File: src/assert_macros.svh
// Assertion macros shared by the hash table RTL.
`ifndef ASSERT_MACROS_SVH
`define ASSERT_MACROS_SVH

// Property checked on every clock edge outside reset.
`define LPH_ASSERT(label, prop, msg) \
  label: assert property (@(posedge clk) disable iff (!rst_n) (prop)) \
    else $error(msg);

// Implication checked on every clock edge outside reset.
`define LPH_ASSERT_IMP(label, ante, cons, msg) \
  label: assert property (@(posedge clk) disable iff (!rst_n) (ante) |-> (cons)) \
    else $error(msg);

`endif

File: src/lph_pkg.sv
// Shared types, constants and helpers of the linear probing hash table.
package lph_pkg;

  // Table geometry
  localparam int SLOTS  = 32;
  localparam int SLOT_W = $clog2(SLOTS);
  localparam int CNT_W  = $clog2(SLOTS + 1);
  localparam int SIZE_W = 6;
  localparam int N_W    = (SIZE_W > CNT_W) ? SIZE_W : CNT_W;

  // Payload widths
  localparam int OP_W  = 2;
  localparam int KEY_W = 32;
  localparam int VAL_W = 32;
  localparam int ST_W  = 3;

  // Home slot divider: key bits per step and step count
  localparam int DIGIT_BITS = 4;
  localparam int DIV_STEPS  = KEY_W / DIGIT_BITS;
  localparam int STEP_W     = $clog2(DIV_STEPS);

  localparam logic [SIZE_W-1:0] SIZE_RESET = SIZE_W'(19);

  typedef logic [OP_W-1:0]   op_t;
  typedef logic [ST_W-1:0]   status_t;
  typedef logic [1:0]        flag_t;
  typedef logic [SLOT_W-1:0] slot_t;
  typedef logic [N_W-1:0]    size_t;

  // Operation codes
  localparam op_t OP_INSERT = 2'd0;
  localparam op_t OP_REMOVE = 2'd1;
  localparam op_t OP_LOOKUP = 2'd2;

  // Result status codes
  localparam status_t ST_OK       = 3'd0;
  localparam status_t ST_FULL     = 3'd1;
  localparam status_t ST_BADKEY   = 3'd2;
  localparam status_t ST_DUP      = 3'd3;
  localparam status_t ST_NOTFOUND = 3'd4;
  localparam status_t ST_EMPTY    = 3'd5;

  // Slot flags
  localparam flag_t FLAG_EMPTY = 2'd0;
  localparam flag_t FLAG_USED  = 2'd1;
  localparam flag_t FLAG_TOMB  = 2'd2;

  // Classified item handed from front to back
  typedef struct packed {
    op_t                     op;
    logic signed [KEY_W-1:0] key;
    logic signed [VAL_W-1:0] value;
    slot_t                   home;
  } item_t;

  // Size in use: zero acts as one, large values saturate to the slot count
  function automatic size_t eff_size(input logic [SIZE_W-1:0] s);
    size_t e;
    e = N_W'(s);
    if (e == '0) e = N_W'(1);
    if (e > N_W'(SLOTS)) e = N_W'(SLOTS);
    return e;
  endfunction

endpackage

File: src/lph_if.sv
// Valid/ready channel interfaces for request and result beats.
interface lph_in_if;
  import lph_pkg::*;
  logic                    valid;
  logic                    ready;
  op_t                     operation;
  logic signed [KEY_W-1:0] key;
  logic signed [VAL_W-1:0] value_in;

  modport source (output valid, operation, key, value_in, input ready);
  modport sink   (input valid, operation, key, value_in, output ready);
endinterface

interface lph_out_if;
  import lph_pkg::*;
  logic                    valid;
  logic                    ready;
  status_t                 status;
  logic signed [VAL_W-1:0] value_out;
  slot_t                   slot;

  modport source (output valid, status, value_out, slot, input ready);
  modport sink   (input valid, status, value_out, slot, output ready);
endinterface

File: src/lph_ram.sv
// Generic single write port, single read port RAM with registered read.
module lph_ram #(
  parameter int WIDTH = 8,
  parameter int DEPTH = 32
) (
  input  logic                     clk,
  input  logic                     we,
  input  logic [$clog2(DEPTH)-1:0] waddr,
  input  logic [WIDTH-1:0]         wdata,
  input  logic [$clog2(DEPTH)-1:0] raddr,
  output logic [WIDTH-1:0]         rdata
);

  logic [WIDTH-1:0] mem [DEPTH];

  // Write port
  always_ff @(posedge clk) begin
    if (we) begin
      mem[waddr] <= wdata;
    end
  end

  // Registered read port
  always_ff @(posedge clk) begin
    rdata <= mem[raddr];
  end

endmodule

File: src/lph_front.sv
// Front end: takes request beats and works out the home slot, key mod size.
`include "assert_macros.svh"

module lph_front (
  input  logic           clk,
  input  logic           rst_n,
  input  lph_pkg::size_t n,
  lph_in_if.sink         in_ch,
  output logic           push_valid,
  input  logic           push_ready,
  output lph_pkg::item_t push_item
);
  import lph_pkg::*;

  localparam logic [1:0] F_IDLE = 2'd0;
  localparam logic [1:0] F_DIV  = 2'd1;
  localparam logic [1:0] F_PUSH = 2'd2;

  logic [1:0]       state_r, state_nxt;
  logic [STEP_W-1:0] step_r, step_nxt;
  logic [KEY_W-1:0] shreg_r, shreg_nxt;
  size_t            rem_r, rem_nxt;
  item_t            item_r, item_nxt;
  size_t            rem_tmp;

  // One restoring step: shift in a key bit, subtract the modulus if it fits
  function automatic size_t mod_step(input size_t r, input logic b, input size_t m);
    logic [N_W:0] t;
    t = {r, b};
    if (t >= {1'b0, m}) t = t - {1'b0, m};
    return t[N_W-1:0];
  endfunction

  assign in_ch.ready = (state_r == F_IDLE);
  assign push_valid  = (state_r == F_PUSH);
  assign push_item   = item_r;

  // Four key bits per cycle, most significant first
  always_comb begin
    rem_tmp = rem_r;
    for (int j = 0; j < DIGIT_BITS; j++) begin
      rem_tmp = mod_step(rem_tmp, shreg_r[KEY_W-1-j], n);
    end
  end

  always_comb begin
    state_nxt = state_r;
    step_nxt  = step_r;
    shreg_nxt = shreg_r;
    rem_nxt   = rem_r;
    item_nxt  = item_r;
    unique case (state_r)
      F_IDLE: begin
        if (in_ch.valid) begin
          item_nxt.op    = in_ch.operation;
          item_nxt.key   = in_ch.key;
          item_nxt.value = in_ch.value_in;
          item_nxt.home  = '0;
          shreg_nxt      = in_ch.key;
          rem_nxt        = '0;
          step_nxt       = '0;
          state_nxt      = F_DIV;
        end
      end
      F_DIV: begin
        rem_nxt   = rem_tmp;
        shreg_nxt = shreg_r << DIGIT_BITS;
        step_nxt  = step_r + 1'b1;
        if (step_r == STEP_W'(DIV_STEPS - 1)) begin
          item_nxt.home = SLOT_W'(rem_tmp);
          state_nxt     = F_PUSH;
        end
      end
      F_PUSH: begin
        if (push_ready) state_nxt = F_IDLE;
      end
      default: state_nxt = F_IDLE;
    endcase
  end

  always_ff @(posedge clk) begin
    if (!rst_n) begin
      state_r <= F_IDLE;
    end else begin
      state_r <= state_nxt;
    end
  end

  always_ff @(posedge clk) begin
    step_r  <= step_nxt;
    shreg_r <= shreg_nxt;
    rem_r   <= rem_nxt;
    item_r  <= item_nxt;
  end

  // Residue stays below the modulus once the division has begun
  `LPH_ASSERT_IMP(a_rem_below_n, state_r == F_DIV, rem_r < n, "front residue out of range")

endmodule

File: src/lph_queue.sv
// Two-entry queue between front and back ends.
`include "assert_macros.svh"

module lph_queue (
  input  logic           clk,
  input  logic           rst_n,
  input  logic           push_valid,
  output logic           push_ready,
  input  lph_pkg::item_t push_item,
  output logic           pop_valid,
  input  logic           pop_ready,
  output lph_pkg::item_t pop_item
);
  import lph_pkg::*;

  item_t      mem_r [2];
  logic       wr_ptr_r, rd_ptr_r;
  logic [1:0] count_r;
  logic       do_push, do_pop;

  assign push_ready = (count_r != 2'd2);
  assign pop_valid  = (count_r != 2'd0);
  assign pop_item   = mem_r[rd_ptr_r];
  assign do_push    = push_valid && push_ready;
  assign do_pop     = pop_valid && pop_ready;

  // Pointers and fill count
  always_ff @(posedge clk) begin
    if (!rst_n) begin
      wr_ptr_r <= 1'b0;
      rd_ptr_r <= 1'b0;
      count_r  <= 2'd0;
    end else begin
      if (do_push) wr_ptr_r <= ~wr_ptr_r;
      if (do_pop)  rd_ptr_r <= ~rd_ptr_r;
      count_r <= count_r + {1'b0, do_push} - {1'b0, do_pop};
    end
  end

  // Entry storage
  always_ff @(posedge clk) begin
    if (do_push) mem_r[wr_ptr_r] <= push_item;
  end

  `LPH_ASSERT(a_count_range, count_r <= 2'd2, "queue count overflow")
  `LPH_ASSERT_IMP(a_ptrs_when_full, count_r == 2'd2, wr_ptr_r == rd_ptr_r,
                  "queue pointers disagree with count")

endmodule

File: src/lph_back.sv
// Back end: probes the slot table, applies insert/remove/lookup, holds the result.
`include "assert_macros.svh"

module lph_back (
  input  logic           clk,
  input  logic           rst_n,
  input  lph_pkg::size_t n,
  input  logic           pop_valid,
  output logic           pop_ready,
  input  lph_pkg::item_t head,
  lph_out_if.source      out_ch
);
  import lph_pkg::*;

  localparam logic [1:0] B_IDLE  = 2'd0;
  localparam logic [1:0] B_READ  = 2'd1;
  localparam logic [1:0] B_CHECK = 2'd2;
  localparam logic [1:0] B_DONE  = 2'd3;

  localparam int RAM_W = KEY_W - 1 + VAL_W;

  logic [1:0]              state_r, state_nxt;
  item_t                   cur_r, cur_nxt;
  slot_t                   pos_r, pos_nxt;
  size_t                   cnt_r, cnt_nxt;
  logic                    free_v_r, free_v_nxt;
  slot_t                   free_r, free_nxt;
  logic [CNT_W-1:0]        live_r, live_nxt;
  status_t                 res_status_r, res_status_nxt;
  logic signed [VAL_W-1:0] res_value_r, res_value_nxt;
  slot_t                   res_slot_r, res_slot_nxt;

  flag_t                   flag_r [SLOTS];
  logic                    flag_we;
  slot_t                   flag_widx;
  flag_t                   flag_wval;

  logic                    ram_we;
  slot_t                   ram_waddr;
  logic [RAM_W-1:0]        ram_rdata;

  logic                    out_valid_r;
  status_t                 out_status_r;
  logic signed [VAL_W-1:0] out_value_r;
  slot_t                   out_slot_r;

  flag_t                   cur_flag;
  logic                    hit, last, is_ins, is_rem, head_ins, head_rem, head_neg;
  slot_t                   place_idx;
  logic                    out_load;

  // Key and data store, one slot per entry
  lph_ram #(.WIDTH(RAM_W), .DEPTH(SLOTS)) u_ram (
    .clk   (clk),
    .we    (ram_we),
    .waddr (ram_waddr),
    .wdata ({cur_r.key[KEY_W-2:0], cur_r.value}),
    .raddr (pos_r),
    .rdata (ram_rdata)
  );

  // Probe classification
  assign cur_flag  = flag_r[pos_r];
  assign hit       = (cur_flag == FLAG_USED) && (ram_rdata[RAM_W-1:VAL_W] == cur_r.key[KEY_W-2:0]);
  assign last      = (cnt_r == n - N_W'(1));
  assign is_ins    = (cur_r.op == OP_INSERT);
  assign is_rem    = (cur_r.op == OP_REMOVE);
  assign head_ins  = (head.op == OP_INSERT);
  assign head_rem  = (head.op == OP_REMOVE);
  assign head_neg  = head.key[KEY_W-1];
  assign place_idx = free_v_r ? free_r : pos_r;
  assign out_load  = (state_r == B_DONE) && (!out_valid_r || out_ch.ready);

  assign out_ch.valid     = out_valid_r;
  assign out_ch.status    = out_status_r;
  assign out_ch.value_out = out_value_r;
  assign out_ch.slot      = out_slot_r;

  always_comb begin
    state_nxt      = state_r;
    cur_nxt        = cur_r;
    pos_nxt        = pos_r;
    cnt_nxt        = cnt_r;
    free_v_nxt     = free_v_r;
    free_nxt       = free_r;
    live_nxt       = live_r;
    res_status_nxt = res_status_r;
    res_value_nxt  = res_value_r;
    res_slot_nxt   = res_slot_r;
    flag_we        = 1'b0;
    flag_widx      = pos_r;
    flag_wval      = FLAG_USED;
    ram_we         = 1'b0;
    ram_waddr      = place_idx;
    pop_ready      = 1'b0;
    unique case (state_r)
      B_IDLE: begin
        pop_ready = 1'b1;
        if (pop_valid) begin
          cur_nxt        = head;
          pos_nxt        = head.home;
          cnt_nxt        = '0;
          free_v_nxt     = 1'b0;
          res_status_nxt = ST_OK;
          res_value_nxt  = '0;
          res_slot_nxt   = '0;
          state_nxt      = B_READ;
          // Checks that need no probe
          if (head_ins && (N_W'(live_r) >= n)) begin
            res_status_nxt = ST_FULL;
            state_nxt      = B_DONE;
          end else if (head_ins && head_neg) begin
            res_status_nxt = ST_BADKEY;
            state_nxt      = B_DONE;
          end else if (head_rem && (live_r == '0)) begin
            res_status_nxt = ST_EMPTY;
            state_nxt      = B_DONE;
          end else if (!head_ins && head_neg) begin
            res_status_nxt = ST_NOTFOUND;
            state_nxt      = B_DONE;
          end
        end
      end
      B_READ: begin
        state_nxt = B_CHECK;
      end
      B_CHECK: begin
        if (hit) begin
          // Key present
          state_nxt = B_DONE;
          if (is_ins) begin
            res_status_nxt = ST_DUP;
          end else begin
            res_value_nxt = ram_rdata[VAL_W-1:0];
            res_slot_nxt  = pos_r;
            if (is_rem) begin
              flag_we   = 1'b1;
              flag_wval = FLAG_TOMB;
              live_nxt  = live_r - 1'b1;
            end
          end
        end else if ((cur_flag == FLAG_EMPTY) || last) begin
          // Search ends without a match
          state_nxt = B_DONE;
          if (is_ins) begin
            if ((cur_flag != FLAG_USED) || free_v_r) begin
              flag_we      = 1'b1;
              flag_widx    = place_idx;
              flag_wval    = FLAG_USED;
              ram_we       = 1'b1;
              live_nxt     = live_r + 1'b1;
              res_slot_nxt = place_idx;
            end else begin
              res_status_nxt = ST_FULL;
            end
          end else begin
            res_status_nxt = ST_NOTFOUND;
          end
        end else begin
          // Remember first reusable slot, step to the next one
          if ((cur_flag != FLAG_USED) && !free_v_r) begin
            free_v_nxt = 1'b1;
            free_nxt   = pos_r;
          end
          pos_nxt   = ((N_W'(pos_r) + N_W'(1)) == n) ? '0 : pos_r + 1'b1;
          cnt_nxt   = cnt_r + N_W'(1);
          state_nxt = B_READ;
        end
      end
      B_DONE: begin
        if (out_load) state_nxt = B_IDLE;
      end
      default: state_nxt = B_IDLE;
    endcase
  end

  // Control state
  always_ff @(posedge clk) begin
    if (!rst_n) begin
      state_r     <= B_IDLE;
      live_r      <= '0;
      out_valid_r <= 1'b0;
    end else begin
      state_r <= state_nxt;
      live_r  <= live_nxt;
      if (out_load) begin
        out_valid_r <= 1'b1;
      end else if (out_ch.ready) begin
        out_valid_r <= 1'b0;
      end
    end
  end

  // Slot flags, cleared to empty at reset
  always_ff @(posedge clk) begin
    if (!rst_n) begin
      for (int i = 0; i < SLOTS; i++) flag_r[i] <= FLAG_EMPTY;
    end else if (flag_we) begin
      flag_r[flag_widx] <= flag_wval;
    end
  end

  // Payload registers
  always_ff @(posedge clk) begin
    cur_r        <= cur_nxt;
    pos_r        <= pos_nxt;
    cnt_r        <= cnt_nxt;
    free_v_r     <= free_v_nxt;
    free_r       <= free_nxt;
    res_status_r <= res_status_nxt;
    res_value_r  <= res_value_nxt;
    res_slot_r   <= res_slot_nxt;
    if (out_load) begin
      out_status_r <= res_status_r;
      out_value_r  <= res_value_r;
      out_slot_r   <= res_slot_r;
    end
  end

  `LPH_ASSERT(a_live_max, live_r <= CNT_W'(SLOTS), "live count exceeds slot count")
  `LPH_ASSERT_IMP(a_probe_lap, state_r == B_CHECK, cnt_r < n, "probe ran past one lap")

endmodule

File: src/linear_probe_hash_table.sv
// Linear probing hash table: top level with size register and front/queue/back.
//
// Channels: in_ch carries request beats (operation, key, value_in) and out_ch
// carries one result beat (status, value_out, slot) per request, in order.
// Both use valid/ready; a beat moves when both are high on a rising edge.
// cfg_we/cfg_wdata write table_size; write it only while the block is idle.
// Flow: the front takes the beat, works out key mod size (4 key bits a cycle)
// and hands the item to the queue; the back pops the queue, reads and checks
// each probed slot in turn (B_READ, then B_CHECK), loads the result register
// in B_DONE and moves the result beat.
// Throughput: the front takes no new request until it has handed off the last
// one and the back works on one request at a time; requests with more than 4
// probes make the back the slower side and set the pace, and the two-entry
// queue absorbs the difference.
// Reset (rst_n low, synchronous) empties every slot, clears the live count and
// sets table_size to 19; no clearing pass is needed.
// A stalled receiver holds the result register; the back waits with the next
// result and the queue and front keep taking requests until they fill.
module linear_probe_hash_table (
  input  logic                       clk,
  input  logic                       rst_n,
  lph_in_if.sink                     in_ch,
  lph_out_if.source                  out_ch,
  input  logic                       cfg_we,
  input  logic [lph_pkg::SIZE_W-1:0] cfg_wdata
);
  import lph_pkg::*;

  logic [SIZE_W-1:0] table_size_r;
  size_t             n;
  logic              push_valid, push_ready, pop_valid, pop_ready;
  item_t             push_item, pop_item;

  // Size register
  always_ff @(posedge clk) begin
    if (!rst_n) begin
      table_size_r <= SIZE_RESET;
    end else if (cfg_we) begin
      table_size_r <= cfg_wdata;
    end
  end

  assign n = eff_size(table_size_r);

  lph_front u_front (
    .clk        (clk),
    .rst_n      (rst_n),
    .n          (n),
    .in_ch      (in_ch),
    .push_valid (push_valid),
    .push_ready (push_ready),
    .push_item  (push_item)
  );

  lph_queue u_queue (
    .clk        (clk),
    .rst_n      (rst_n),
    .push_valid (push_valid),
    .push_ready (push_ready),
    .push_item  (push_item),
    .pop_valid  (pop_valid),
    .pop_ready  (pop_ready),
    .pop_item   (pop_item)
  );

  lph_back u_back (
    .clk       (clk),
    .rst_n     (rst_n),
    .n         (n),
    .pop_valid (pop_valid),
    .pop_ready (pop_ready),
    .head      (pop_item),
    .out_ch    (out_ch)
  );

endmodule
File: src/flat_wrapper.sv
// flat-port wrapper written by rule: the top's interface ports become plain ports
module linear_probe_hash_table_flat import lph_pkg::*;
  (clk, rst_n, cfg_we, cfg_wdata, in_ch_valid, in_ch_operation, in_ch_key, in_ch_value_in, in_ch_ready, out_ch_valid, out_ch_status, out_ch_value_out, out_ch_slot, out_ch_ready);
  lph_in_if in_ch_i ();
  lph_out_if out_ch_i ();
  input  logic clk;
  input  logic rst_n;
  input  logic cfg_we;
  input  logic [lph_pkg::SIZE_W-1:0] cfg_wdata;
  input wire logic [$bits(in_ch_i.valid)-1:0] in_ch_valid;
  input wire logic [$bits(in_ch_i.operation)-1:0] in_ch_operation;
  input wire logic [$bits(in_ch_i.key)-1:0] in_ch_key;
  input wire logic [$bits(in_ch_i.value_in)-1:0] in_ch_value_in;
  output wire logic [$bits(in_ch_i.ready)-1:0] in_ch_ready;
  output wire logic [$bits(out_ch_i.valid)-1:0] out_ch_valid;
  output wire logic [$bits(out_ch_i.status)-1:0] out_ch_status;
  output wire logic [$bits(out_ch_i.value_out)-1:0] out_ch_value_out;
  output wire logic [$bits(out_ch_i.slot)-1:0] out_ch_slot;
  input wire logic [$bits(out_ch_i.ready)-1:0] out_ch_ready;
  assign in_ch_i.valid = in_ch_valid;
  assign in_ch_i.operation = in_ch_operation;
  assign in_ch_i.key = in_ch_key;
  assign in_ch_i.value_in = in_ch_value_in;
  assign in_ch_ready = in_ch_i.ready;
  assign out_ch_valid = out_ch_i.valid;
  assign out_ch_status = out_ch_i.status;
  assign out_ch_value_out = out_ch_i.value_out;
  assign out_ch_slot = out_ch_i.slot;
  assign out_ch_i.ready = out_ch_ready;
  linear_probe_hash_table u_core (.clk(clk), .rst_n(rst_n), .in_ch(in_ch_i), .out_ch(out_ch_i), .cfg_we(cfg_we), .cfg_wdata(cfg_wdata));
endmodule
File: config.mk
export PLATFORM = sky130hd
export DESIGN_NAME = linear_probe_hash_table_flat
export DESIGN_NICKNAME = d
export VERILOG_FILES = /design/src/lph_pkg.sv /design/src/lph_if.sv /design/src/lph_ram.sv /design/src/lph_front.sv /design/src/lph_queue.sv /design/src/lph_back.sv /design/src/linear_probe_hash_table.sv /design/src/flat_wrapper.sv
export VERILOG_INCLUDE_DIRS = /design/src /design/src/src
export SDC_FILE = /design/constraint.sdc
export NUM_CORES = 2
export LEC_CHECK = 0
export BUFFER_PORTS_ARGS = -buffer_cell sky130_fd_sc_hd__clkbuf_2
export CAP_MARGIN = 10
export CORE_MARGIN = 1.5
export CORE_UTILIZATION = 50
export CTS_BUF_LIST = sky130_fd_sc_hd__clkbuf_4 sky130_fd_sc_hd__clkbuf_8
export DETAILED_ROUTE_END_ITERATION = 10
export PLACE_DENSITY_LB_ADDON = 0.05
export SLEW_MARGIN = 20
export SYNTH_ARGS = -nofsm -noshare
export SYNTH_HDL_FRONTEND = slang
export SYNTH_SLANG_ARGS = --single-unit
File: constraint.sdc
create_clock -name clk -period 14.9 [get_ports clk]
set_clock_uncertainty 0.15 [all_clocks]
set_input_delay 0.745 -clock clk [delete_from_list [all_inputs] [get_ports clk]]
set_output_delay 0.745 -clock clk [all_outputs]
set_load 0.1 [all_outputs]
==> flow_summary.html <==
<table>
<tr><th>Metric</th><th>Value</th></tr>
<tr><th colspan="2">Floorplanning</th></tr>
<tr><td>Starting density of the core</td><td>0.504</td></tr>
<tr><td>Total Die Area</td><td>0.202 mm2</td></tr>
<tr><td>Std cell rows</td><td>163</td></tr>
<tr><td>Placeable core area</td><td>0.198 mm2</td></tr>
<tr><td>Die height</td><td>~450 um</td></tr>
<tr><td>Floorplan die width</td><td>approximately 450 um</td></tr>
<tr><td>Top-level port count</td><td>119</td></tr>
<tr><th colspan="2">Worst hold path</th></tr>
<tr><td>Min-delay worst type</td><td>in -&gt; reg</td></tr>
<tr><th colspan="2">Logic synthesis</th></tr>
<tr><td>Share of synthesized area occupied by flip-flops and latches</td><td>0.771</td></tr>
<tr><td>Post-Synthesis Cells</td><td>5343</td></tr>
<tr><td>Most area-consuming cells after synthesis</td><td>edfxtp_1 (75%), mux4_2 (6.1%), mux2i_1 (4.2%), mux2_2 (2.3%), dfxtp_1 (1.8%)</td></tr>
<tr><td>Main synth FF type</td><td>edfxtp_1</td></tr>
<tr><td>Leading post-synthesis cells by instance count</td><td>edfxtp_1 (2496), mux2i_1 (422), nand2_1 (328)</td></tr>
<tr><td>Number of distinct library cells after synthesis</td><td>72</td></tr>
<tr><td>Area of the mapped netlist</td><td>0.0995 mm2</td></tr>
<tr><td>Mux cell area share after synthesis</td><td>0.127</td></tr>
<tr><td>Top cell type by total area after synthesis</td><td>edfxtp_1</td></tr>
<tr><td>Area share of xor/xnor cells in the synthesized design</td><td>0.00607</td></tr>
<tr><td>Number of enable flip-flop cells after synthesis</td><td>~2500</td></tr>
<tr><td>Adder-cell share of the synthesized area</td><td>0.00616</td></tr>
<tr><td>Async set-or-reset flop fraction in the synthesized netlist</td><td>0</td></tr>
<tr><td>Area fraction in and, or, nand and nor cells after synthesis</td><td>0.0309</td></tr>
<tr><td>Average footprint of a synthesized cell</td><td>18.6 um2</td></tr>
<tr><td>Fraction of the mapped netlist area in compound gates</td><td>0.0472</td></tr>
<tr><td>Number of warnings reported in the yosys synthesis log</td><td>0</td></tr>
<tr><td>Synthesized flop and latch total</td><td>around 2600</td></tr>
<tr><td>Cell with the most instances after synthesis</td><td>edfxtp_1</td></tr>
<tr><td>Fraction of synthesized cell area taken by the top area cell type</td><td>0.753</td></tr>
<tr><td>Net count after synthesis</td><td>5466</td></tr>
<tr><td>Largest family of logic cells by synthesized area</td><td>multiplexers</td></tr>
<tr><th colspan="2">Cells and area</th></tr>
<tr><td>Ratio of cells with drive above 1 in the final layout</td><td>0.241</td></tr>
<tr><td>Area of the multi-input gates</td><td>0.0219 mm2</td></tr>
<tr><td>Sequential cell area</td><td>0.0768 mm2</td></tr>
<tr><td>Layout net count</td><td>5967</td></tr>
<tr><td>Layout overhead on the synthesized area</td><td>13.7%</td></tr>
<tr><td>Filler instances</td><td>15100</td></tr>
<tr><th colspan="2">STA</th></tr>
<tr><td>Final count of pins violating max slew</td><td>0</td></tr>
<tr><td>Sum Neg Setup Slack</td><td>0 ps</td></tr>
<tr><td>Min Hold Slack</td><td>159 ps</td></tr>
<tr><td>Final hold violation count</td><td>0</td></tr>
<tr><td>Final Cycle Share</td><td>0.636</td></tr>
<tr><td>Minimum period implied by the final worst setup slack</td><td>roughly 9500 ps</td></tr>
<tr><td>Headroom to the max-slew limit</td><td>0.191</td></tr>
<tr><td>RSZ-0062 raised after global routing</td><td>no</td></tr>
<tr><td>Maximum frequency from static timing analysis</td><td>105 MHz</td></tr>
<tr><td>Final count of negative-setup-slack endpoints</td><td>0</td></tr>
<tr><td>Transition at the pin with the smallest max-transition slack</td><td>1200 ps</td></tr>
<tr><th colspan="2">Route</th></tr>
<tr><td>First-pass detailed-route iteration total</td><td>10</td></tr>
<tr><td>Mean routed wirelength per cell</td><td>about 29 um</td></tr>
<tr><td>Number of DRC violations after detailed routing</td><td>0</td></tr>
<tr><td>Via-to-Cell Ratio</td><td>about 6</td></tr>
<tr><td>Drt first-iter violations</td><td>5191</td></tr>
<tr><td>Number of routed nets with antenna violations</td><td>0</td></tr>
<tr><td>Routed WL</td><td>257000 um</td></tr>
<tr><td>Routed vias</td><td>51800</td></tr>
<tr><th colspan="2">Clock tree</th></tr>
<tr><td># hold bufs at CTS</td><td>83</td></tr>
<tr><td>Post-cts sizing count</td><td>0</td></tr>
<tr><td>Post-CTS setup buffers</td><td>0</td></tr>
<tr><td>Buffer levels on the longest clock path</td><td>4</td></tr>
<tr><td>CTS root buffer</td><td>clkbuf_8</td></tr>
<tr><td>Source-to-sink clock delay at the later pin of the worst-skew pair</td><td>1120 ps</td></tr>
<tr><td>Sinks on Clock Net</td><td>around 2600</td></tr>
<tr><td>Clock input transition at the sequential cells of the worst setup and hold paths</td><td>60 ps</td></tr>
<tr><td>Count of H-tree levels built during CTS</td><td>5</td></tr>
<tr><td>Clock tree from TritonCTS</td><td>yes</td></tr>
<tr><td>Cts bufs inserted</td><td>430</td></tr>
<tr><th colspan="2">Setup path</th></tr>
<tr><td>Cell repeated most along the worst path</td><td>o21ai_0</td></tr>
<tr><td>Internal reg-to-reg setup slack</td><td>5420 ps</td></tr>
<tr><td>Critical path data required time</td><td>15550 ps</td></tr>
<tr><td>Maximum net fanout on the critical path</td><td>8</td></tr>
<tr><td>Bufs and invs on worst path</td><td>2</td></tr>
<tr><td>Crit path DAT</td><td>10140 ps</td></tr>
<tr><td>Start-to-end type of the worst setup path</td><td>reg -&gt; reg</td></tr>
<tr><td>Delay-heaviest family, CP</td><td>compound AO/OA/AOI/OAI gates</td></tr>
<tr><td>Element type at the critical path start</td><td>flip-flop</td></tr>
<tr><td>Kind of capture point of the worst setup path</td><td>flip-flop</td></tr>
<tr><td>Standard cell with the maximum stage delay on the critical path</td><td>a31oi_1</td></tr>
<tr><td>Worst stage delay on the critical path</td><td>550 ps</td></tr>
<tr><th colspan="2">GRT</th></tr>
<tr><td>Number of global-route vias before repair</td><td>53200</td></tr>
<tr><td>GRT Util Overall</td><td>0.253</td></tr>
<tr><td>Maximum number of pins on one net before global-route repair</td><td>132</td></tr>
<tr><td>Wire length of the first global-routing pass</td><td>369000 um</td></tr>
<tr><td>Number of antenna violations at the first check in global routing</td><td>7</td></tr>
<tr><td>GRT overflow</td><td>0</td></tr>
<tr><th colspan="2">Placed design</th></tr>
<tr><td>Port Buf Inserts</td><td>118</td></tr>
<tr><td>Detail Placement HPWL</td><td>133000 um</td></tr>
<tr><td>Gpl congestion</td><td>0.780</td></tr>
<tr><th colspan="2">Outcome</th></tr>
<tr><td>Outcome</td><td>completed</td></tr>
<tr><th colspan="2">Power and ir drop</th></tr>
<tr><td>Power per cell area</td><td>191 mW/mm2</td></tr>
<tr><td>Worst voltage drop across the vdd grid</td><td>0.361 mV</td></tr>
<tr><td>Leak Pwr</td><td>0.0377 uW</td></tr>
<tr><th colspan="2">Flow run</th></tr>
<tr><td>Max capacitance violation total</td><td>0</td></tr>
</table>
-- flip-flops by register name, indices dropped and copies added, names as in the netlist, 6 cells and up, named ones only --
| name | flops |
|---|---|
| u_core.u_queue.mem_r | 142 |
| u_core.u_back.out_ch.value_out | 32 |
| u_core.u_back.cnt_r | 6 |
| u_core.u_back.u_ram.mem | 2016 |
| u_core.u_back.u_ram.rdata | 63 |
| u_core.u_back.cur_r | 65 |
| u_core.u_back.res_value_r | 32 |
| u_core.u_front.shreg_r | 32 |
| u_core.u_front.push_item | 71 |
| u_core.u_back.flag_r | 64 |
| u_core.table_size_r | 6 |
| u_core.u_back.live_r | 6 |
| u_core.u_front.rem_r | 6 |
-- path summary, 6_finish.rpt --
kind                                  endpoint  depth (start not counted)                         start
max                u_core.u_front.push_item[4]                         36        u_core.table_size_r[5]
min                   u_core.u_back.state_r[1]                          4                         rst_n
max reg2reg        u_core.u_front.push_item[4]                         36        u_core.table_size_r[5]
min reg2reg  u_core.u_back.out_ch.value_out[2]                          0  u_core.u_back.res_value_r[2]
-- metrics by stage --
stage	utilization	power (uW)	setup WS (ps)	area, um2	cells
final	0.573	21700	5420	113000	8830
after global routing	0.573	22700	4480	113000	8827
after CTS	0.572	21800	5430	113000	8818
after detailed placement	0.525	15600	5480	104000	7961
after global placement	0.525	15600	5670	104000	7960
after floorplan	-	13700	7070	99500	5343
-- placed cells by master, fill, tap and decap left out, types with 35 or more instances in the layout --
cell type,netlist,routed
a21oi_1,205,204
and2_1,53,52
buf_4,4,125
clkbuf_2,0,118
clkbuf_4,0,166
clkbuf_8,0,468
clkinv_1,1,85
clkinv_2,0,43
dfxtp_1,90,89
dlygate4sd3_1,0,83
edfxtp_1,2496,2496
ha_1,41,41
mux2_2,205,205
mux2i_1,422,422
mux4_2,268,268
nand2_1,328,326
nor2_1,207,172
nor2_4,0,35
o21ai_0,205,205
o221ai_1,179,179
o22ai_1,69,69
xnor2_1,53,53
-- worst reg2reg max path: cells and delay by family, from the launching register on --
kind	cells	cell delay [ps]
mux	4	1490
flops	1	450
compound gates	20	4430
simple gates	6	800
fa+ha+maj	4	1420
buf+inv	2	470
-- layer usage --
metal  GRT usage  share of wire
met5           0       0.000047
met4      0.0668          0.020
met3      0.0463          0.065
met2       0.406           0.48
met1       0.360           0.43
-- logic make-up after synthesis --
group / Yosys count
compound gates: 747
simple gates: 693
fa+ha+maj: 46
flops: 2586
xor+xnor: 69
mux: 898
buf+inv: 304
-- power by group --
group | internal (uW) | switching, uW
registers | 8760 | 401
logic | 2460 | 3920
clock network | 3370 | 2760
total | 14600 | 7070
-- final cells by class --
cell class | count | share of cell area
sequential | 2586 | 0.678
clock inverter | 140 | 0.00661
tap | 2640 | 0.0292
multi-input combinational | 2453 | 0.194
timing repair buffer | 342 | 0.0233
antenna | 4 | 0.0000884
inverter | 31 | 0.00108
clock buffer | 634 | 0.0679
Note: power is estimated with default switching activity, not from simulation.
